==> config.mk <==
export PLATFORM = sky130hd
export DESIGN_NAME = sorted_priority_queue_flat
export DESIGN_NICKNAME = d
export VERILOG_FILES = /design/src/spq_pkg.sv /design/src/spq_if.sv /design/src/spq_store.sv /design/src/spq_seq.sv /design/src/sorted_priority_queue.sv /design/src/flat_wrapper.sv
export SDC_FILE = /design/constraint.sdc
export NUM_CORES = 1
export LEC_CHECK = 0
export BUFFER_PORTS_ARGS = -buffer_cell sky130_fd_sc_hd__buf_4
export CAP_MARGIN = 20
export CELL_PAD_IN_SITES_DETAIL_PLACEMENT = 0
export CELL_PAD_IN_SITES_GLOBAL_PLACEMENT = 1
export CORE_UTILIZATION = 53
export CTS_CLUSTER_DIAMETER = 60
export DETAILED_ROUTE_END_ITERATION = 7
export GPL_ROUTABILITY_DRIVEN = 0
export GPL_TIMING_DRIVEN = 0
export PLACE_DENSITY = 0.77
export SLEW_MARGIN = 30
export SYNTH_ARGS = -nofsm -noshare
export SYNTH_HDL_FRONTEND = slang
export SYNTH_SLANG_ARGS = --single-unit
==> constraint.sdc <==
create_clock -name clk -period 4.5 [get_ports clk]
set_input_delay 0.675 -clock clk [delete_from_list [all_inputs] [get_ports clk]]
set_output_delay 0.675 -clock clk [all_outputs]
set_load 0.01 [all_outputs]
==> src/spq_pkg.sv <==
// ----------------------------------------------------------------------------
// spq_pkg
// Shared types and constants of the sorted priority queue.
// ----------------------------------------------------------------------------
package spq_pkg;

	localparam int DEPTH_DEF    = 16;
	localparam int KEY_BITS_DEF = 16;
	localparam int ID_BITS_DEF  = 8;

	localparam int REQ_W = 3;
	localparam int POS_W = 4;
	localparam int CNT_W = 5;

	typedef enum logic [REQ_W-1:0] {
		REQ_OFFER  = 3'd0,
		REQ_PEEK   = 3'd1,
		REQ_POLL   = 3'd2,
		REQ_AT     = 3'd3,
		REQ_REM_ID = 3'd4,
		REQ_REM_AT = 3'd5
	} req_t;

	typedef enum logic [1:0] {
		ST_OK    = 2'd0,
		ST_EMPTY = 2'd1,
		ST_FULL  = 2'd2,
		ST_RANGE = 2'd3
	} status_t;

	typedef enum logic [2:0] {
		S_IDLE,
		S_UP,
		S_INS,
		S_DOWN,
		S_FIN
	} state_t;

	typedef struct packed {
		status_t            status;
		logic [POS_W-1:0]   position;
		logic [CNT_W-1:0]   removed;
		logic [CNT_W-1:0]   size;
	} rsp_meta_t;

endpackage

==> src/spq_if.sv <==
// ----------------------------------------------------------------------------
// spq_if
// Request and response channels of the sorted priority queue.
// ----------------------------------------------------------------------------
interface spq_req_if #(
	parameter int KEY_BITS = spq_pkg::KEY_BITS_DEF,
	parameter int ID_BITS  = spq_pkg::ID_BITS_DEF
);
	logic                           valid;
	logic                           ready;
	logic [spq_pkg::REQ_W-1:0]      req_type;
	logic [KEY_BITS-1:0]            entry_key;
	logic [ID_BITS-1:0]             entry_id;
	logic [spq_pkg::POS_W-1:0]      position;

	modport source (output valid, req_type, entry_key, entry_id, position, input ready);
	modport sink   (input valid, req_type, entry_key, entry_id, position, output ready);
endinterface

interface spq_rsp_if #(
	parameter int KEY_BITS = spq_pkg::KEY_BITS_DEF,
	parameter int ID_BITS  = spq_pkg::ID_BITS_DEF
);
	logic                           valid;
	logic                           ready;
	spq_pkg::status_t               status;
	logic [spq_pkg::POS_W-1:0]      out_position;
	logic [KEY_BITS-1:0]            out_key;
	logic [ID_BITS-1:0]             out_id;
	logic [spq_pkg::CNT_W-1:0]      removed_count;
	logic [spq_pkg::CNT_W-1:0]      queue_size;

	modport source (output valid, status, out_position, out_key, out_id, removed_count,
		queue_size, input ready);
	modport sink   (input valid, status, out_position, out_key, out_id, removed_count,
		queue_size, output ready);
endinterface

==> src/spq_store.sv <==
// ----------------------------------------------------------------------------
// spq_store
// Entry memory: one write port, one read port with registered read data.
// ----------------------------------------------------------------------------
module spq_store #(
	parameter int DEPTH    = spq_pkg::DEPTH_DEF,
	parameter int KEY_BITS = spq_pkg::KEY_BITS_DEF,
	parameter int ID_BITS  = spq_pkg::ID_BITS_DEF,
	localparam int AW      = $clog2(DEPTH)
) (
	input  logic                clk,
	input  logic                we,
	input  logic [AW-1:0]       waddr,
	input  logic [KEY_BITS-1:0] wkey,
	input  logic [ID_BITS-1:0]  wid,
	input  logic [AW-1:0]       raddr,
	output logic [KEY_BITS-1:0] rkey,
	output logic [ID_BITS-1:0]  rid
);
	logic [KEY_BITS-1:0] key_mem [DEPTH];
	logic [ID_BITS-1:0]  id_mem  [DEPTH];

	always_ff @(posedge clk) begin
		if (we) begin
			key_mem[waddr] <= wkey;
			id_mem[waddr]  <= wid;
		end
	end

	always_ff @(posedge clk) begin
		rkey <= key_mem[raddr];
		rid  <= id_mem[raddr];
	end

endmodule

==> src/spq_seq.sv <==
// ----------------------------------------------------------------------------
// spq_seq
// Request sequencer: walks the entry memory one slot a cycle through a
// single key/id comparer, shifting entries up for an insert or down to
// close gaps after removal.
// ----------------------------------------------------------------------------
module spq_seq #(
	parameter int DEPTH    = spq_pkg::DEPTH_DEF,
	parameter int KEY_BITS = spq_pkg::KEY_BITS_DEF,
	parameter int ID_BITS  = spq_pkg::ID_BITS_DEF,
	localparam int AW      = $clog2(DEPTH)
) (
	input  logic                        clk,
	input  logic                        arst_n,
	input  logic                        in_valid,
	output logic                        in_ready,
	input  logic [spq_pkg::REQ_W-1:0]   in_req,
	input  logic [KEY_BITS-1:0]         in_key,
	input  logic [ID_BITS-1:0]          in_id,
	input  logic [spq_pkg::POS_W-1:0]   in_pos,
	output logic                        mem_we,
	output logic [AW-1:0]               mem_waddr,
	output logic [KEY_BITS-1:0]         mem_wkey,
	output logic [ID_BITS-1:0]          mem_wid,
	output logic [AW-1:0]               mem_raddr,
	input  logic [KEY_BITS-1:0]         mem_rkey,
	input  logic [ID_BITS-1:0]          mem_rid,
	output logic                        res_valid,
	input  logic                        res_ready,
	output spq_pkg::rsp_meta_t          res_meta,
	output logic [KEY_BITS-1:0]         res_key,
	output logic [ID_BITS-1:0]          res_id
);
	import spq_pkg::*;

	localparam int CW = $clog2(DEPTH + 1);
	localparam int XW = (CW > CNT_W) ? CW : CNT_W;

	state_t              state_q, state_d;
	logic [REQ_W-1:0]    req_q, req_d;
	logic [KEY_BITS-1:0] key_q, key_d;
	logic [ID_BITS-1:0]  id_q, id_d;
	logic [AW-1:0]       ridx_q, ridx_d;
	logic [AW-1:0]       widx_q, widx_d;
	logic [AW-1:0]       at_q, at_d;
	logic [CW-1:0]       cnt_q, cnt_d;
	logic [CW-1:0]       fill_q, fill_d;
	status_t             status_q, status_d;
	logic [AW-1:0]       rpos_q, rpos_d;
	logic [KEY_BITS-1:0] rkey_q, rkey_d;
	logic [ID_BITS-1:0]  rid_q, rid_d;

	// shared comparer
	logic key_gt, id_eq, at_eq, drop, last;
	logic [XW-1:0] pos_x, fill_x, rpos_x, cnt_x;

	assign key_gt = mem_rkey > key_q;
	assign id_eq  = mem_rid == id_q;
	assign at_eq  = ridx_q == at_q;
	assign last   = CW'(ridx_q) == (fill_q - CW'(1));
	assign drop   = (req_q == REQ_REM_ID) ? id_eq : at_eq;

	assign pos_x  = XW'(in_pos);
	assign fill_x = XW'(fill_q);
	assign rpos_x = XW'(rpos_q);
	assign cnt_x  = (req_q == REQ_REM_ID) ? XW'(cnt_q) : '0;

	always_comb begin
		state_d   = state_q;
		req_d     = req_q;
		key_d     = key_q;
		id_d      = id_q;
		ridx_d    = ridx_q;
		widx_d    = widx_q;
		at_d      = at_q;
		cnt_d     = cnt_q;
		fill_d    = fill_q;
		status_d  = status_q;
		rpos_d    = rpos_q;
		rkey_d    = rkey_q;
		rid_d     = rid_q;
		in_ready  = 1'b0;
		res_valid = 1'b0;
		mem_we    = 1'b0;
		mem_waddr = widx_q;
		mem_wkey  = mem_rkey;
		mem_wid   = mem_rid;
		mem_raddr = ridx_q;

		unique case (state_q)
			S_IDLE: begin
				in_ready = 1'b1;
				if (in_valid) begin
					req_d    = in_req;
					key_d    = in_key;
					id_d     = in_id;
					cnt_d    = '0;
					status_d = ST_OK;
					rpos_d   = '0;
					rkey_d   = '0;
					rid_d    = '0;
					unique case (in_req)
						REQ_OFFER: begin
							if (fill_q == CW'(DEPTH)) begin
								status_d = ST_FULL;
								state_d  = S_FIN;
							end else if (fill_q == '0) begin
								mem_we    = 1'b1;
								mem_waddr = '0;
								mem_wkey  = in_key;
								mem_wid   = in_id;
								fill_d    = CW'(1);
								state_d   = S_FIN;
							end else begin
								// scan from the back, shifting larger keys up
								mem_raddr = AW'(fill_q - CW'(1));
								ridx_d    = AW'(fill_q - CW'(1));
								state_d   = S_UP;
							end
						end
						REQ_PEEK, REQ_POLL, REQ_REM_ID: begin
							if (fill_q == '0) begin
								status_d = ST_EMPTY;
								state_d  = S_FIN;
							end else begin
								mem_raddr = '0;
								ridx_d    = '0;
								widx_d    = '0;
								at_d      = '0;
								state_d   = S_DOWN;
							end
						end
						REQ_AT, REQ_REM_AT: begin
							if (pos_x >= fill_x) begin
								status_d = ST_RANGE;
								state_d  = S_FIN;
							end else begin
								mem_raddr = AW'(in_pos);
								ridx_d    = AW'(in_pos);
								widx_d    = AW'(in_pos);
								at_d      = AW'(in_pos);
								state_d   = S_DOWN;
							end
						end
						default: begin
							state_d = S_FIN;
						end
					endcase
				end
			end
			S_UP: begin
				mem_we    = 1'b1;
				mem_waddr = ridx_q + AW'(1);
				if (key_gt) begin
					if (ridx_q == '0) begin
						state_d = S_INS;
					end else begin
						mem_raddr = ridx_q - AW'(1);
						ridx_d    = ridx_q - AW'(1);
					end
				end else begin
					mem_wkey = key_q;
					mem_wid  = id_q;
					rpos_d   = ridx_q + AW'(1);
					fill_d   = fill_q + CW'(1);
					state_d  = S_FIN;
				end
			end
			S_INS: begin
				mem_we    = 1'b1;
				mem_waddr = '0;
				mem_wkey  = key_q;
				mem_wid   = id_q;
				rpos_d    = '0;
				fill_d    = fill_q + CW'(1);
				state_d   = S_FIN;
			end
			S_DOWN: begin
				if (req_q == REQ_PEEK || req_q == REQ_AT) begin
					rkey_d  = mem_rkey;
					rid_d   = mem_rid;
					state_d = S_FIN;
				end else begin
					if (drop) begin
						cnt_d = cnt_q + CW'(1);
						if (req_q != REQ_REM_ID) begin
							rkey_d = mem_rkey;
							rid_d  = mem_rid;
						end
					end else begin
						// compact: move surviving entry into the gap
						mem_we = 1'b1;
						widx_d = widx_q + AW'(1);
					end
					if (last) begin
						fill_d  = fill_q - cnt_d;
						if (req_q == REQ_REM_ID && cnt_d == '0) begin
							status_d = ST_EMPTY;
						end
						state_d = S_FIN;
					end else begin
						mem_raddr = ridx_q + AW'(1);
						ridx_d    = ridx_q + AW'(1);
					end
				end
			end
			S_FIN: begin
				res_valid = 1'b1;
				if (res_ready) begin
					state_d = S_IDLE;
				end
			end
			default: begin
				state_d = S_IDLE;
			end
		endcase
	end

	always_ff @(posedge clk or negedge arst_n) begin
		if (!arst_n) begin
			state_q <= S_IDLE;
			fill_q  <= '0;
		end else begin
			state_q <= state_d;
			fill_q  <= fill_d;
		end
	end

	always_ff @(posedge clk) begin
		req_q    <= req_d;
		key_q    <= key_d;
		id_q     <= id_d;
		ridx_q   <= ridx_d;
		widx_q   <= widx_d;
		at_q     <= at_d;
		cnt_q    <= cnt_d;
		status_q <= status_d;
		rpos_q   <= rpos_d;
		rkey_q   <= rkey_d;
		rid_q    <= rid_d;
	end

	assign res_meta.status   = status_q;
	assign res_meta.position = rpos_x[POS_W-1:0];
	assign res_meta.removed  = cnt_x[CNT_W-1:0];
	assign res_meta.size     = fill_x[CNT_W-1:0];
	assign res_key           = rkey_q;
	assign res_id            = rid_q;

`ifndef SYNTHESIS
	a_fill_bound: assert property (@(posedge clk) disable iff (!arst_n)
		fill_q <= CW'(DEPTH))
		else $error("entry count beyond depth");

	a_write_in_range: assert property (@(posedge clk) disable iff (!arst_n)
		mem_we |-> CW'(mem_waddr) <= fill_q)
		else $error("write beyond the held entries");

	a_compact_order: assert property (@(posedge clk) disable iff (!arst_n)
		state_q == S_DOWN |-> widx_q <= ridx_q)
		else $error("compaction write overtook the read");

	a_fill_held: assert property (@(posedge clk) disable iff (!arst_n)
		state_q == S_FIN |=> fill_q == $past(fill_q))
		else $error("entry count changed while result pending");
`endif

endmodule

==> src/sorted_priority_queue.sv <==
// ----------------------------------------------------------------------------
// sorted_priority_queue
// Bounded priority queue of (key, id) entries kept in ascending key order.
// ----------------------------------------------------------------------------
//  Channel | Dir | Payload
//  req     | in  | req_type, entry_key, entry_id, position
//  rsp     | out | status, out_position, out_key, out_id, removed_count,
//          |     | queue_size
//
//  One item at a time: the walk visits one entry slot per cycle through the
//  single read port of the entry memory. An offer walks from the back down to
//  its insert position, poll/remove walk from the position to the end, and
//  peek/read look at a single slot.
//  No clearing pass after reset; entry storage is only read below the count.
//  A result waits in the output register; the next item is taken meanwhile
//  and stalls only at its own hand-over if rsp is still blocked.
// ----------------------------------------------------------------------------
module sorted_priority_queue #(
	parameter int DEPTH    = spq_pkg::DEPTH_DEF,
	parameter int KEY_BITS = spq_pkg::KEY_BITS_DEF,
	parameter int ID_BITS  = spq_pkg::ID_BITS_DEF
) (
	input logic      clk,
	input logic      arst_n,
	spq_req_if.sink  req,
	spq_rsp_if.source rsp
);
	import spq_pkg::*;

	localparam int AW = $clog2(DEPTH);

	logic                mem_we;
	logic [AW-1:0]       mem_waddr, mem_raddr;
	logic [KEY_BITS-1:0] mem_wkey, mem_rkey, res_key;
	logic [ID_BITS-1:0]  mem_wid, mem_rid, res_id;
	logic                res_valid, res_ready;
	rsp_meta_t           res_meta;

	logic                out_valid_q;
	rsp_meta_t           out_meta_q;
	logic [KEY_BITS-1:0] out_key_q;
	logic [ID_BITS-1:0]  out_id_q;

	spq_seq #(
		.DEPTH    (DEPTH),
		.KEY_BITS (KEY_BITS),
		.ID_BITS  (ID_BITS)
	) u_seq (
		.clk       (clk),
		.arst_n    (arst_n),
		.in_valid  (req.valid),
		.in_ready  (req.ready),
		.in_req    (req.req_type),
		.in_key    (req.entry_key),
		.in_id     (req.entry_id),
		.in_pos    (req.position),
		.mem_we    (mem_we),
		.mem_waddr (mem_waddr),
		.mem_wkey  (mem_wkey),
		.mem_wid   (mem_wid),
		.mem_raddr (mem_raddr),
		.mem_rkey  (mem_rkey),
		.mem_rid   (mem_rid),
		.res_valid (res_valid),
		.res_ready (res_ready),
		.res_meta  (res_meta),
		.res_key   (res_key),
		.res_id    (res_id)
	);

	spq_store #(
		.DEPTH    (DEPTH),
		.KEY_BITS (KEY_BITS),
		.ID_BITS  (ID_BITS)
	) u_store (
		.clk   (clk),
		.we    (mem_we),
		.waddr (mem_waddr),
		.wkey  (mem_wkey),
		.wid   (mem_wid),
		.raddr (mem_raddr),
		.rkey  (mem_rkey),
		.rid   (mem_rid)
	);

	// output register: load when empty or being drained this cycle
	assign res_ready = res_valid && (!out_valid_q || rsp.ready);

	always_ff @(posedge clk or negedge arst_n) begin
		if (!arst_n) begin
			out_valid_q <= 1'b0;
		end else if (res_ready) begin
			out_valid_q <= 1'b1;
		end else if (rsp.ready) begin
			out_valid_q <= 1'b0;
		end
	end

	always_ff @(posedge clk) begin
		if (res_ready) begin
			out_meta_q <= res_meta;
			out_key_q  <= res_key;
			out_id_q   <= res_id;
		end
	end

	assign rsp.valid         = out_valid_q;
	assign rsp.status        = out_meta_q.status;
	assign rsp.out_position  = out_meta_q.position;
	assign rsp.out_key       = out_key_q;
	assign rsp.out_id        = out_id_q;
	assign rsp.removed_count = out_meta_q.removed;
	assign rsp.queue_size    = out_meta_q.size;

endmodule

==> src/flat_wrapper.sv <==
// flat-port wrapper written by rule: the top's interface ports become plain ports
module sorted_priority_queue_flat import spq_pkg::*;
#(
	parameter int DEPTH    = spq_pkg::DEPTH_DEF,
	parameter int KEY_BITS = spq_pkg::KEY_BITS_DEF,
	parameter int ID_BITS  = spq_pkg::ID_BITS_DEF
)
  (clk, arst_n, req_valid, req_req_type, req_entry_key, req_entry_id, req_position, req_ready, rsp_valid, rsp_status, rsp_out_position, rsp_out_key, rsp_out_id, rsp_removed_count, rsp_queue_size, rsp_ready);
  spq_req_if #(.KEY_BITS(KEY_BITS), .ID_BITS(ID_BITS)) req_i ();
  spq_rsp_if #(.KEY_BITS(KEY_BITS), .ID_BITS(ID_BITS)) rsp_i ();
  input logic clk;
  input logic arst_n;
  input wire logic [$bits(req_i.valid)-1:0] req_valid;
  input wire logic [$bits(req_i.req_type)-1:0] req_req_type;
  input wire logic [$bits(req_i.entry_key)-1:0] req_entry_key;
  input wire logic [$bits(req_i.entry_id)-1:0] req_entry_id;
  input wire logic [$bits(req_i.position)-1:0] req_position;
  output wire logic [$bits(req_i.ready)-1:0] req_ready;
  output wire logic [$bits(rsp_i.valid)-1:0] rsp_valid;
  output wire logic [$bits(rsp_i.status)-1:0] rsp_status;
  output wire logic [$bits(rsp_i.out_position)-1:0] rsp_out_position;
  output wire logic [$bits(rsp_i.out_key)-1:0] rsp_out_key;
  output wire logic [$bits(rsp_i.out_id)-1:0] rsp_out_id;
  output wire logic [$bits(rsp_i.removed_count)-1:0] rsp_removed_count;
  output wire logic [$bits(rsp_i.queue_size)-1:0] rsp_queue_size;
  input wire logic [$bits(rsp_i.ready)-1:0] rsp_ready;
  assign req_i.valid = req_valid;
  assign req_i.req_type = req_req_type;
  assign req_i.entry_key = req_entry_key;
  assign req_i.entry_id = req_entry_id;
  assign req_i.position = req_position;
  assign req_ready = req_i.ready;
  assign rsp_valid = rsp_i.valid;
  assign rsp_status = rsp_i.status;
  assign rsp_out_position = rsp_i.out_position;
  assign rsp_out_key = rsp_i.out_key;
  assign rsp_out_id = rsp_i.out_id;
  assign rsp_removed_count = rsp_i.removed_count;
  assign rsp_queue_size = rsp_i.queue_size;
  assign rsp_i.ready = rsp_ready;
  sorted_priority_queue #(.DEPTH(DEPTH), .KEY_BITS(KEY_BITS), .ID_BITS(ID_BITS)) u_core (.clk(clk), .arst_n(arst_n), .req(req_i), .rsp(rsp_i));
endmodule
Word level (Yosys, flattened, before mapping). Memory sizes are Yosys's and may differ from the RTL's. A register that Yosys moved wholly into a read port is not among the register bits. Index checks and enable logic that the tools add are counted.

Register bits: 123. Bits in latches: 0. Bits in writable memories: 384. ROM bits: 0. Input bits: 35. Word-level logic and storage cells: 191. Memories: 2.

Memories: u_core.u_store.key_mem (words 16, width 16, read ports 1, clocked after memory_dff 1, write ports 1, line spq_store.sv:20) `logic [KEY_BITS-1:0] key_mem [DEPTH];`; u_core.u_store.id_mem (words 16, width 8, read ports 1, clocked after memory_dff 1, write ports 1, line spq_store.sv:21) `logic [ID_BITS-1:0] id_mem [DEPTH];`.

$add $sub $neg: 7. Multiply operators: 0. Div/mod/pow operators: 0. $lt $le $gt $ge: 2. Equal/unequal tests: 36. Shift-type cells: 0. Multiplexer cells: 97. Bitwise logic cells: 0. Reductions and logical operators: 27.

Operator list (number): $mux W16 (9); $mux W4 (20); $mux W8 (9); $mux W5 (12); $pmux W16 S3 (1); $pmux W4 S3 (4); $pmux W16 S2 (1); $mux W3 (10); $pmux W8 S3 (1); $ne A3 B3 Y1 const B (7); $ne A2 B2 Y1 const B (10); $pmux W5 S4 (1); $gt A16 B16 Y1 (1); $pmux W4 S2 (2); $pmux W8 S2 (1); $eq A3 B2 Y1 const B (5); $pmux W3 S5 (1); $mux W1 (14); $eq A3 B3 Y1 const B (4); $mux W2 (6); $add A5 B1 Y5 const B (2); $logic_not A5 Y1 (2); $pmux W5 S2 (1); $reduce_and A5 Y1 (2); 31 further kinds (43).

Depth between registers and ports, before layout. Gate-level depths: netlist of the first run.

Word-level depth: 11. Depth in mapped cells: 16. Mapped depth without buffers: 14.

Hierarchy. Synthesis of the first run repeated with hierarchy kept, for this count alone.

Cell total of the unflattened synthesis: 1180. Area total of the unflattened synthesis: 21393.0 sq um.

Modules (own cells, without submodules): spq_store (times used 1, cells each 636, area each 14930.6 sq um, sequential area each 12011.5 sq um); spq_seq (times used 1, cells each 500, area each 5217.5 sq um, sequential area each 2382.3 sq um); sorted_priority_queue (times used 1, cells each 44, area each 1244.9 sq um, sequential area each 1226.2 sq um).

Least setup slack after synthesis of the first run. Ideal clock, no wire load.

Path type: input -> register. Start: input req_position[0]. End: register u_core.u_store.rid[6], read port of u_core.u_store.id_mem. Data arrival time: 3.548 ns. Setup slack: 0.818 ns. Stages: 15. Cells stage by stage: inv_1 ha_1 nand2b_1 a2111o_1 nand3_1 a41oi_1 o31a_1 nor3_1 o21a_1 buf_2 buf_6 buf_2 mux2i_1 o22ai_1 or4_1.

Word-level cells in the longest chain between the ends: 5.

Ends and longest elaborated chain: start, declared (line flat_wrapper.sv:17) `input wire logic [$bits(req_i.position)-1:0] req_position;`; $ge A4 B5 Y1 (line spq_seq.sv:134) `if (pos_x >= fill_x) begin`; $mux W4 * (line spq_seq.sv:134); $pmux W4 S3 * (line spq_seq.sv:102) `unique case (in_req)`; $mux W4 *; $pmux W4 S3 * (line spq_seq.sv:90) `unique case (state_q)`; end, declared (line spq_store.sv:18) `output logic [ID_BITS-1:0] rid`.

Every way passes the cells marked *; elsewhere a longest branch is shown, timed or not. A chain may end at the register's enable or synchronous reset.

Final worst setup path of the first run.
Start: register u_core.u_seq.key_q[13]. End: register u_core.u_store.rid[5], read port of u_core.u_store.id_mem.

Word-level cells in the longest chain between the ends: 3.

Ends and longest elaborated chain: start, declared (line spq_seq.sv:41) `logic [KEY_BITS-1:0] key_q, key_d;`; start signal, assigned (line spq_seq.sv:231) `key_q <= key_d;`; $gt A16 B16 Y1 (line spq_seq.sv:57) `assign key_gt = mem_rkey > key_q;`; $mux W4 (line spq_seq.sv:154) `if (key_gt) begin`; $pmux W4 S3 (line spq_seq.sv:90); net u_core.mem_raddr[1] (line sorted_priority_queue.sv:33) `logic [AW-1:0] mem_waddr, mem_raddr;`.

The timed path passes the listed nets, and every way through them passes these cells.

==> results of run 1 <==
==> cells by family after synthesis <==
group	Yosys count	synth area share, %
xor gates and xnor gates	28	1.20
muxes	194	9.03
AOI/OAI and AO/OA	199	6.62
DFF	531	72.6
and+or+nand+nor	226	5.61
adders and majority gates	31	1.84
buffers and inverters	133	3.08
==> power by group through the flow <==
| stage | Sequential (mW) | Combinational [mW] | Clock, mW |
|---|---|---|---|
| 2_1_floorplan | 7.90 | 4.60 | 0 |
| 3_3_place_gp | 8.06 | 6.80 | 0 |
| 3_5_place_dp | 8.06 | 7.26 | 0 |
| 4_1_cts | 7.96 | 7.30 | 4.59 |
| 5_1_grt | 8.04 | 7.93 | 4.77 |
| 6_report | 7.96 | 7.37 | 4.53 |
==> flip-flops by register name (all words and copies together), names as in the netlist, 5 cells and up <==
signal                    flops
u_core.u_seq.cnt_q            5
u_core.u_seq.res_key         16
u_core.rsp.out_key           16
u_core.u_seq.res_id           8
u_core.u_seq.fill_q           5
u_core.u_seq.id_q             8
u_core.u_store.id_mem       128
u_core.rsp.out_id             8
u_core.u_store.key_mem      256
u_core.u_store.rid            8
u_core.u_seq.key_q           16
u_core.u_store.rkey          16
u_core.rsp.queue_size         5
u_core.rsp.removed_count      5
==> synth_stat cells (2+ instances only) <==
library cell  count
o21a_1            2
o211ai_1          2
nor2_1           50
mux2i_1         193
a222oi_1         24
nand2b_1          9
buf_6            14
ha_1             30
buf_4             7
o22ai_1         100
dfrtp_1           9
xor2_1           17
and2_1           30
inv_1            66
dfxtp_1          28
or3_1             5
nand4_1           4
nand2_1          48
nand3_2           4
nor3_1            7
o31a_1            3
and3_1            9
a31oi_1           5
a21o_1            6
or4_1            27
or2_2             6
buf_2            26
nor4_1            6
a21oi_1          16
xnor2_1          10
nand3_1          15
edfxtp_1        494
inv_2             2
o31ai_1           3
clkbuf_1         18
o21ai_1           2
o21ai_0          18
==> critical path: cells and delay by family (launching register included) <==
family                   cells  cell delay, ns
AND/OR/NAND/NOR              6            2.08
buffers and inverters        5            0.86
flip-flops                   1            0.45
AO/OA/AOI/OAI                3            0.49
adder cells (fa/ha/maj)      1            0.32
==> final cells by class <==
| cell class | instances | area, sq um |
|---|---|---|
| timing repair buffer | 97 | 1020 |
| inverter | 68 | 255 |
| multi-input combinational | 678 | 5390 |
| clock buffer | 71 | 1460 |
| sequential | 531 | 15600 |
| tap | 525 | 657 |
| buffer | 65 | 417 |
| clock inverter | 28 | 349 |
| fill | 2911 | 14700 |
==> through the flow <==
step	util [%]	cell area, sq um
2_1_floorplan	-	21500
6_report	63.0	25200
4_1_cts	63.0	25100
3_3_place_gp	57.0	22700
5_1_grt	63.0	25200
3_5_place_dp	58.4	23300
==> worst paths after layout <==
| path | slack, ns | cells after the start | end | from |
|---|---|---|---|---|
| setup / recovery | 0.13 | 15 | u_core.u_store.rid[5]$_DFF_P_ | u_core.u_seq.key_q[13]$_DFFE_PP_ |
| min in group asynchronous | 0.46 | 2 | u_core.u_seq.state_q[0]$_DFFE_PN0P_ | arst_n |
| max in group asynchronous | 3.87 | 2 | u_core.u_seq.fill_q[0]$_DFFE_PN0P_ | arst_n |
| hold reg to reg | 0.41 | 0 | u_core.rsp.out_key[2]$_DFFE_PP_ | u_core.u_seq.res_key[2]$_SDFFCE_PN0P_ |
| setup reg to reg | 0.13 | 15 | u_core.u_store.rid[5]$_DFF_P_ | u_core.u_seq.key_q[13]$_DFFE_PP_ |
| hold / removal | 0.26 | 1 | u_core.u_seq.key_q[8]$_DFFE_PP_ | req_entry_key[8] |
==> routing by layer <==
metal	wire length (um)	up-vias
met5	0	-
met4	1370	0
met3	3290	93
met2	24200	408
met1	21900	6168
li1	-	5537
==> what timing repair did <==
item,CTS,global route
gates resized for setup,3,12
endpoints found under the setup margin,80,148
setup buffers,0,1
endpoints found under the hold margin,9,0
pin swaps,0,6
hold buffers,1,0
==> impl_metrics.csv, run 1 <==
group,metric,value,unit
status,outcome,"complete, no violations",
placement,pre_cts_slack,-0.170,ns
synth,synth_seq_cells,531,
synth,avgSynthCellArea,16.0,sq um
layout,final_cells,2063,
detailed_routing,drc,0,
critical_path,cp_max_fo,10,
timing,setup_viol,0,
detailed_routing,wl,50800,um
pwr,report.power.total,19.9,mW
synth,synthArstFlopShare,1.69,%
pwr,intPower,12.8,mW
synth,synth_warnings,0,
global_route,grt-ovfl-total,0,
detailed_routing,dr.pass1.iters,6,
synth,synthFlopType,"edfxtp_1",
critical_path,crit_chain,"inv_1, ha_1, nand4_2, or4_1, and3_1, buf_6, or4_1, o21ai_1, a21oi_4, inv_2, or3_1, buf_2, buf_2, o22ai_1, or4_1",
clocking,clk_pin_slew_worst_paths,0.06,ns
synth,synth-seq-area-share,72.6,%
pwr,netSwitchingPower,7.08,mW
synth,syn_nets,1408,
detailed_routing,initialDrtViolationCount,1203,
floorplan,core.rowCount,73,
clocking,cts_tree,"built",
critical_path,critPathSlowestCell,"or4_1",
placement,placedCellCount,1962,
timing,tns,0,ns
critical_path,slowest_delay,0.57,ns
layout,diodes,0,
global_route,antenna_found_initial,1,
synth,synth_edf_count,494,
timing,tightest_slew,0.871,ns
run,drv_cap,0,
critical_path,worstSetupStartpointType,"flip-flop",
critical_path,critPathArrivalTime,4.82,ns
pwr,p_seq_share,40.1,%
synth,synth_top_area_share,69.0,%
floorplan,die_area,0.0414,sq mm
global_route,grt_use_met3,4.46,%
floorplan,core-area,0.0399,sq mm
clocking,clock_sinks,531,
synth,syn_area,0.0215,sq mm
clocking,cts.path.max_buffers,3,
detailed_routing,viasPerCell,5.92,
critical_path,path_class,"flip-flop to flip-flop",
layout,layout_commonest_cell,"edfxtp_1",
synth,synth_cell_types,64,
pwr,switching_share,35.7,%
timing,min_period,4.37,ns
pwr,ir_drop,0.000511,V
pwr,power.share.clock,22.8,%
timing,hold_ws,0.260,ns
detailed_routing,vias,12200,
pwr,pwr_density_cell,789,mW/mm^2
floorplan,chipWidth,203,um
floorplan,dieHeight,203,um
global_route,top_usage_layer,"met2",
critical_path,cp-end-kind,"flip-flop",
pwr,p_comb_share,37.1,%
timing,fin_crit_sh,97.1,%
global_route,grt_pass1_vias,12200,
layout,mostFrequentLayoutCells,"494 x edfxtp_1, 193 x mux2i_1, 100 x o22ai_1",
floorplan,start_util,53.9,%
synth,synth_cells,1342,
clocking,cts_made_buffers,53,
synth,yosysTopAreaCell,"edfxtp_1",
global_route,grt.total_usage,25.0,%
synth,ys_top_cells_by_area,"edfxtp_1 69%, mux2i_1 9.0%, o22ai_1 2.9%",
clocking,cts-htree-levels,2,
layout,drive_gt1_share,17.6,%
clocking,clk_latency,0.60,ns
placement,numPortBuffers,76,
layout,finalNetCount,1560,
global_route,grt_max_degree,33,
critical_path,crit_path_frequent_cell,"or4_1",
critical_path,critPathRequiredTime,4.95,ns
timing,worst_slack,0.133,ns
layout,area_growth,17.0,%
timing,fin_skew,0.0150,ns
timing,maxSlewViolCount,0,
detailed_routing,wire_per_inst,24.6,um
floorplan,ios,77,
timing,hold_violations,0,
timing,max_freq,229,MHz
clocking,cts_root_buf,"clkbuf_16",
global_route,grt_pass1_wl,75400,um
detailed_routing,ant_nets,0,
pwr,power_leakage,9.55,nW
global_route,met1_usage,34.7,%
worst_hold_path,worstHoldPathType,"input pin to flip-flop",
global_route,grt_use_met2,40.5,%
timing,max_slew_margin,42.0,%
placement,hpwlAfterDp,35700,um
Note: power is estimated with default switching activity, not from simulation.
==> inputs of run 2 (changes only) <==
CELL_PAD_IN_SITES_DETAIL_PLACEMENT = 1   (was 0)
CELL_PAD_IN_SITES_GLOBAL_PLACEMENT = 2   (was 1)
CORE_UTILIZATION = 46   (was 53)
==> impl_metrics.csv, run 2 (synthesis results as in run 1) <==
group,metric,value,unit
floorplan,dieHeight,218,um
clocking,clk_pin_slew_worst_paths,0.06,ns
floorplan,die_area,0.0476,sq mm
status,outcome,"complete, no violations",
layout,multi_input_area,0.00541,sq mm
timing,hold_ws,0.258,ns
timing,tns,0,ns
detailed_routing,wl,55100,um
timing,max_slew_margin,32.2,%
timing,max_freq,229,MHz
pwr,intPower,13.0,mW
detailed_routing,viasPerCell,5.72,
layout,finalNetCount,1566,
global_route,grt_pass1_vias,12800,
critical_path,reg2reg_slack,0.13,ns
critical_path,critPathSlowestCell,"or4_1",
pwr,power.share.clock,22.5,%
floorplan,core-area,0.0458,sq mm
floorplan,core.rowCount,78,
pwr,netSwitchingPower,7.42,mW
timing,maxSlewViolCount,0,
critical_path,slowest_delay,0.65,ns
detailed_routing,ant_nets,0,
pwr,switching_share,36.3,%
floorplan,chipWidth,218,um
layout,mostFrequentLayoutCells,"494 x edfxtp_1, 193 x mux2i_1, 100 x o22ai_1",
global_route,grt-ovfl-total,0,
layout,top_register,"u_core.u_store.key_mem",
critical_path,worstSetupStartpointType,"flip-flop",
global_route,antenna_found_initial,1,
layout,layout_commonest_cell,"edfxtp_1",
global_route,grt.total_usage,23.5,%
critical_path,crit_path_frequent_cell,"buf_6",
detailed_routing,dr.pass1.iters,5,
clocking,cts_tree,"built",
detailed_routing,wire_per_inst,25.6,um
placement,hpwlAfterDp,38600,um
clocking,cts.path.max_buffers,3,
detailed_routing,vias,12300,
critical_path,path_class,"flip-flop to flip-flop",
layout,area_growth,18.3,%
timing,fin_skew,0.0162,ns
clocking,clk_latency,0.61,ns
critical_path,critPathRequiredTime,4.94,ns
pwr,p_comb_share,38.9,%
critical_path,cp-end-kind,"flip-flop",
timing,fin_crit_sh,97.1,%
pwr,ir_drop,0.000483,V
pwr,report.power.total,20.5,mW
detailed_routing,drc,0,
clocking,cts-htree-levels,2,
critical_path,cp_max_fo,10,
global_route,grt_pass1_wl,81400,um
timing,hold_violations,0,
pwr,pwr_density_cell,804,mW/mm^2
worst_hold_path,worstHoldPathType,"input pin to flip-flop",
pwr,power_leakage,9.62,nW
timing,rsz0062_at_grt,"false",
layout,drive_gt1_share,18.8,%
critical_path,crit_chain,"inv_1, ha_1, nand4_2, or4_1, and3_1, buf_6, o31a_1, nor3_1, o21a_1, buf_2, buf_6, buf_6, mux2i_1, o22ai_1, or4_1",
placement,numPortBuffers,76,
clocking,clock_sinks,531,
timing,tightest_slew,1.02,ns
layout,largest_reg_flops,256,
global_route,grt_max_degree,30,
clocking,cts_root_buf,"clkbuf_16",
critical_path,critPathBufInv,5,
layout,fillers,4262,
clocking,cts_made_buffers,56,
floorplan,ios,77,
critical_path,crit_family,"simple AND/OR/NAND/NOR gates",
layout,final_util,55.6,%
layout,regArea,0.0156,sq mm
detailed_routing,initialDrtViolationCount,907,
pwr,p_seq_share,38.7,%
critical_path,critPathArrivalTime,4.81,ns
timing,min_period,4.37,ns
run,drv_cap,0,
timing,setup_viol,0,
layout,reg_top3,"u_core.u_store.key_mem x256, u_core.u_store.id_mem x128",
floorplan,start_util,47.0,%
[run 2: cell count changes in the layout (fill, tap and decap cells not counted), moves of 5 or more]
cell	delta
buf_6	+5
or4_4	+9
buf_2	-12
clkbuf_4	+9
clkinv_1	+5
inv_1	-7
or4_1	-9
inv_2	+7
clkbuf_8	+5
[run 2: final timing paths]
| path | depth (start not counted) | end | start |
|---|---|---|---|
| max | 15 | u_core.u_store.rid[6]$_DFF_P_ | u_core.u_seq.key_q[15]$_DFFE_PP_ |
| min | 1 | u_core.u_seq.key_q[9]$_DFFE_PP_ | req_entry_key[9] |
| max reg2reg | 15 | u_core.u_store.rid[6]$_DFF_P_ | u_core.u_seq.key_q[15]$_DFFE_PP_ |
| min reg2reg | 0 | u_core.rsp.out_key[4]$_DFFE_PP_ | u_core.u_seq.res_key[4]$_SDFFCE_PN0P_ |
| max in group asynchronous | 2 | u_core.u_seq.state_q[1]$_DFFE_PN0P_ | arst_n |
| min in group asynchronous | 2 | u_core.u_seq.fill_q[0]$_DFFE_PN0P_ | arst_n |
[run 2: power by group through the flow]
stage / clock [mW] / sequential (mW) / combinational [mW]
after floorplan: 0 / 7.90 / 4.60
after global placement: 0 / 8.00 / 7.00
after detailed placement: 0 / 8.01 / 7.55
after CTS: 4.67 / 7.92 / 7.63
after global routing: 4.83 / 8.00 / 8.50
final: 4.60 / 7.91 / 7.95
[run 2: metal layers]
| metal | part of all wire, % | up-vias | routed length [um] | global-route usage (%) |
|---|---|---|---|---|
| li1 | - | 5564 | - | - |
| met1 | 45 | 6293 | 24700 | 32.3 |
| met2 | 47 | 348 | 25900 | 37.6 |
| met3 | 5.9 | 91 | 3240 | 5.08 |
| met4 | 2.3 | 0 | 1270 | 6.74 |
| met5 | 0 | - | 0 | 0 |
[run 2: timing repair]
action                                  in CTS  in global routing
endpoints found under the hold margin        9                  0
pin swaps                                    3                 11
gates resized for setup                      5                 42
endpoints found under the setup margin     198                261
hold buffers                                 1                  0
buffers inserted                             0                  4
[run 2: layout make-up]
| type | instances | area share [%] |
|---|---|---|
| repair buffers | 101 | 4.29 |
| diodes | 2 | 0.0197 |
| multi-input cells | 678 | 21.2 |
| clock buffers | 79 | 6.37 |
| flip-flops and latches | 531 | 61.4 |
| well taps | 600 | 2.95 |
| inverters | 68 | 1.00 |
| plain buffers | 64 | 1.82 |
| clock inverters | 25 | 0.924 |
[run 2: metrics by stage]
| step | area (sq um) | worst slack (ns) | std cells |
|---|---|---|---|
| global route | 25400 | 0.00452 | 2146 |
| detailed placement | 23400 | -0.222 | 2037 |
| floorplan | 21500 | 0.818 | 1342 |
| global placement | 22800 | -0.868 | 2018 |
| CTS | 25300 | 0.00214 | 2142 |
| finish | 25400 | 0.132 | 2148 |
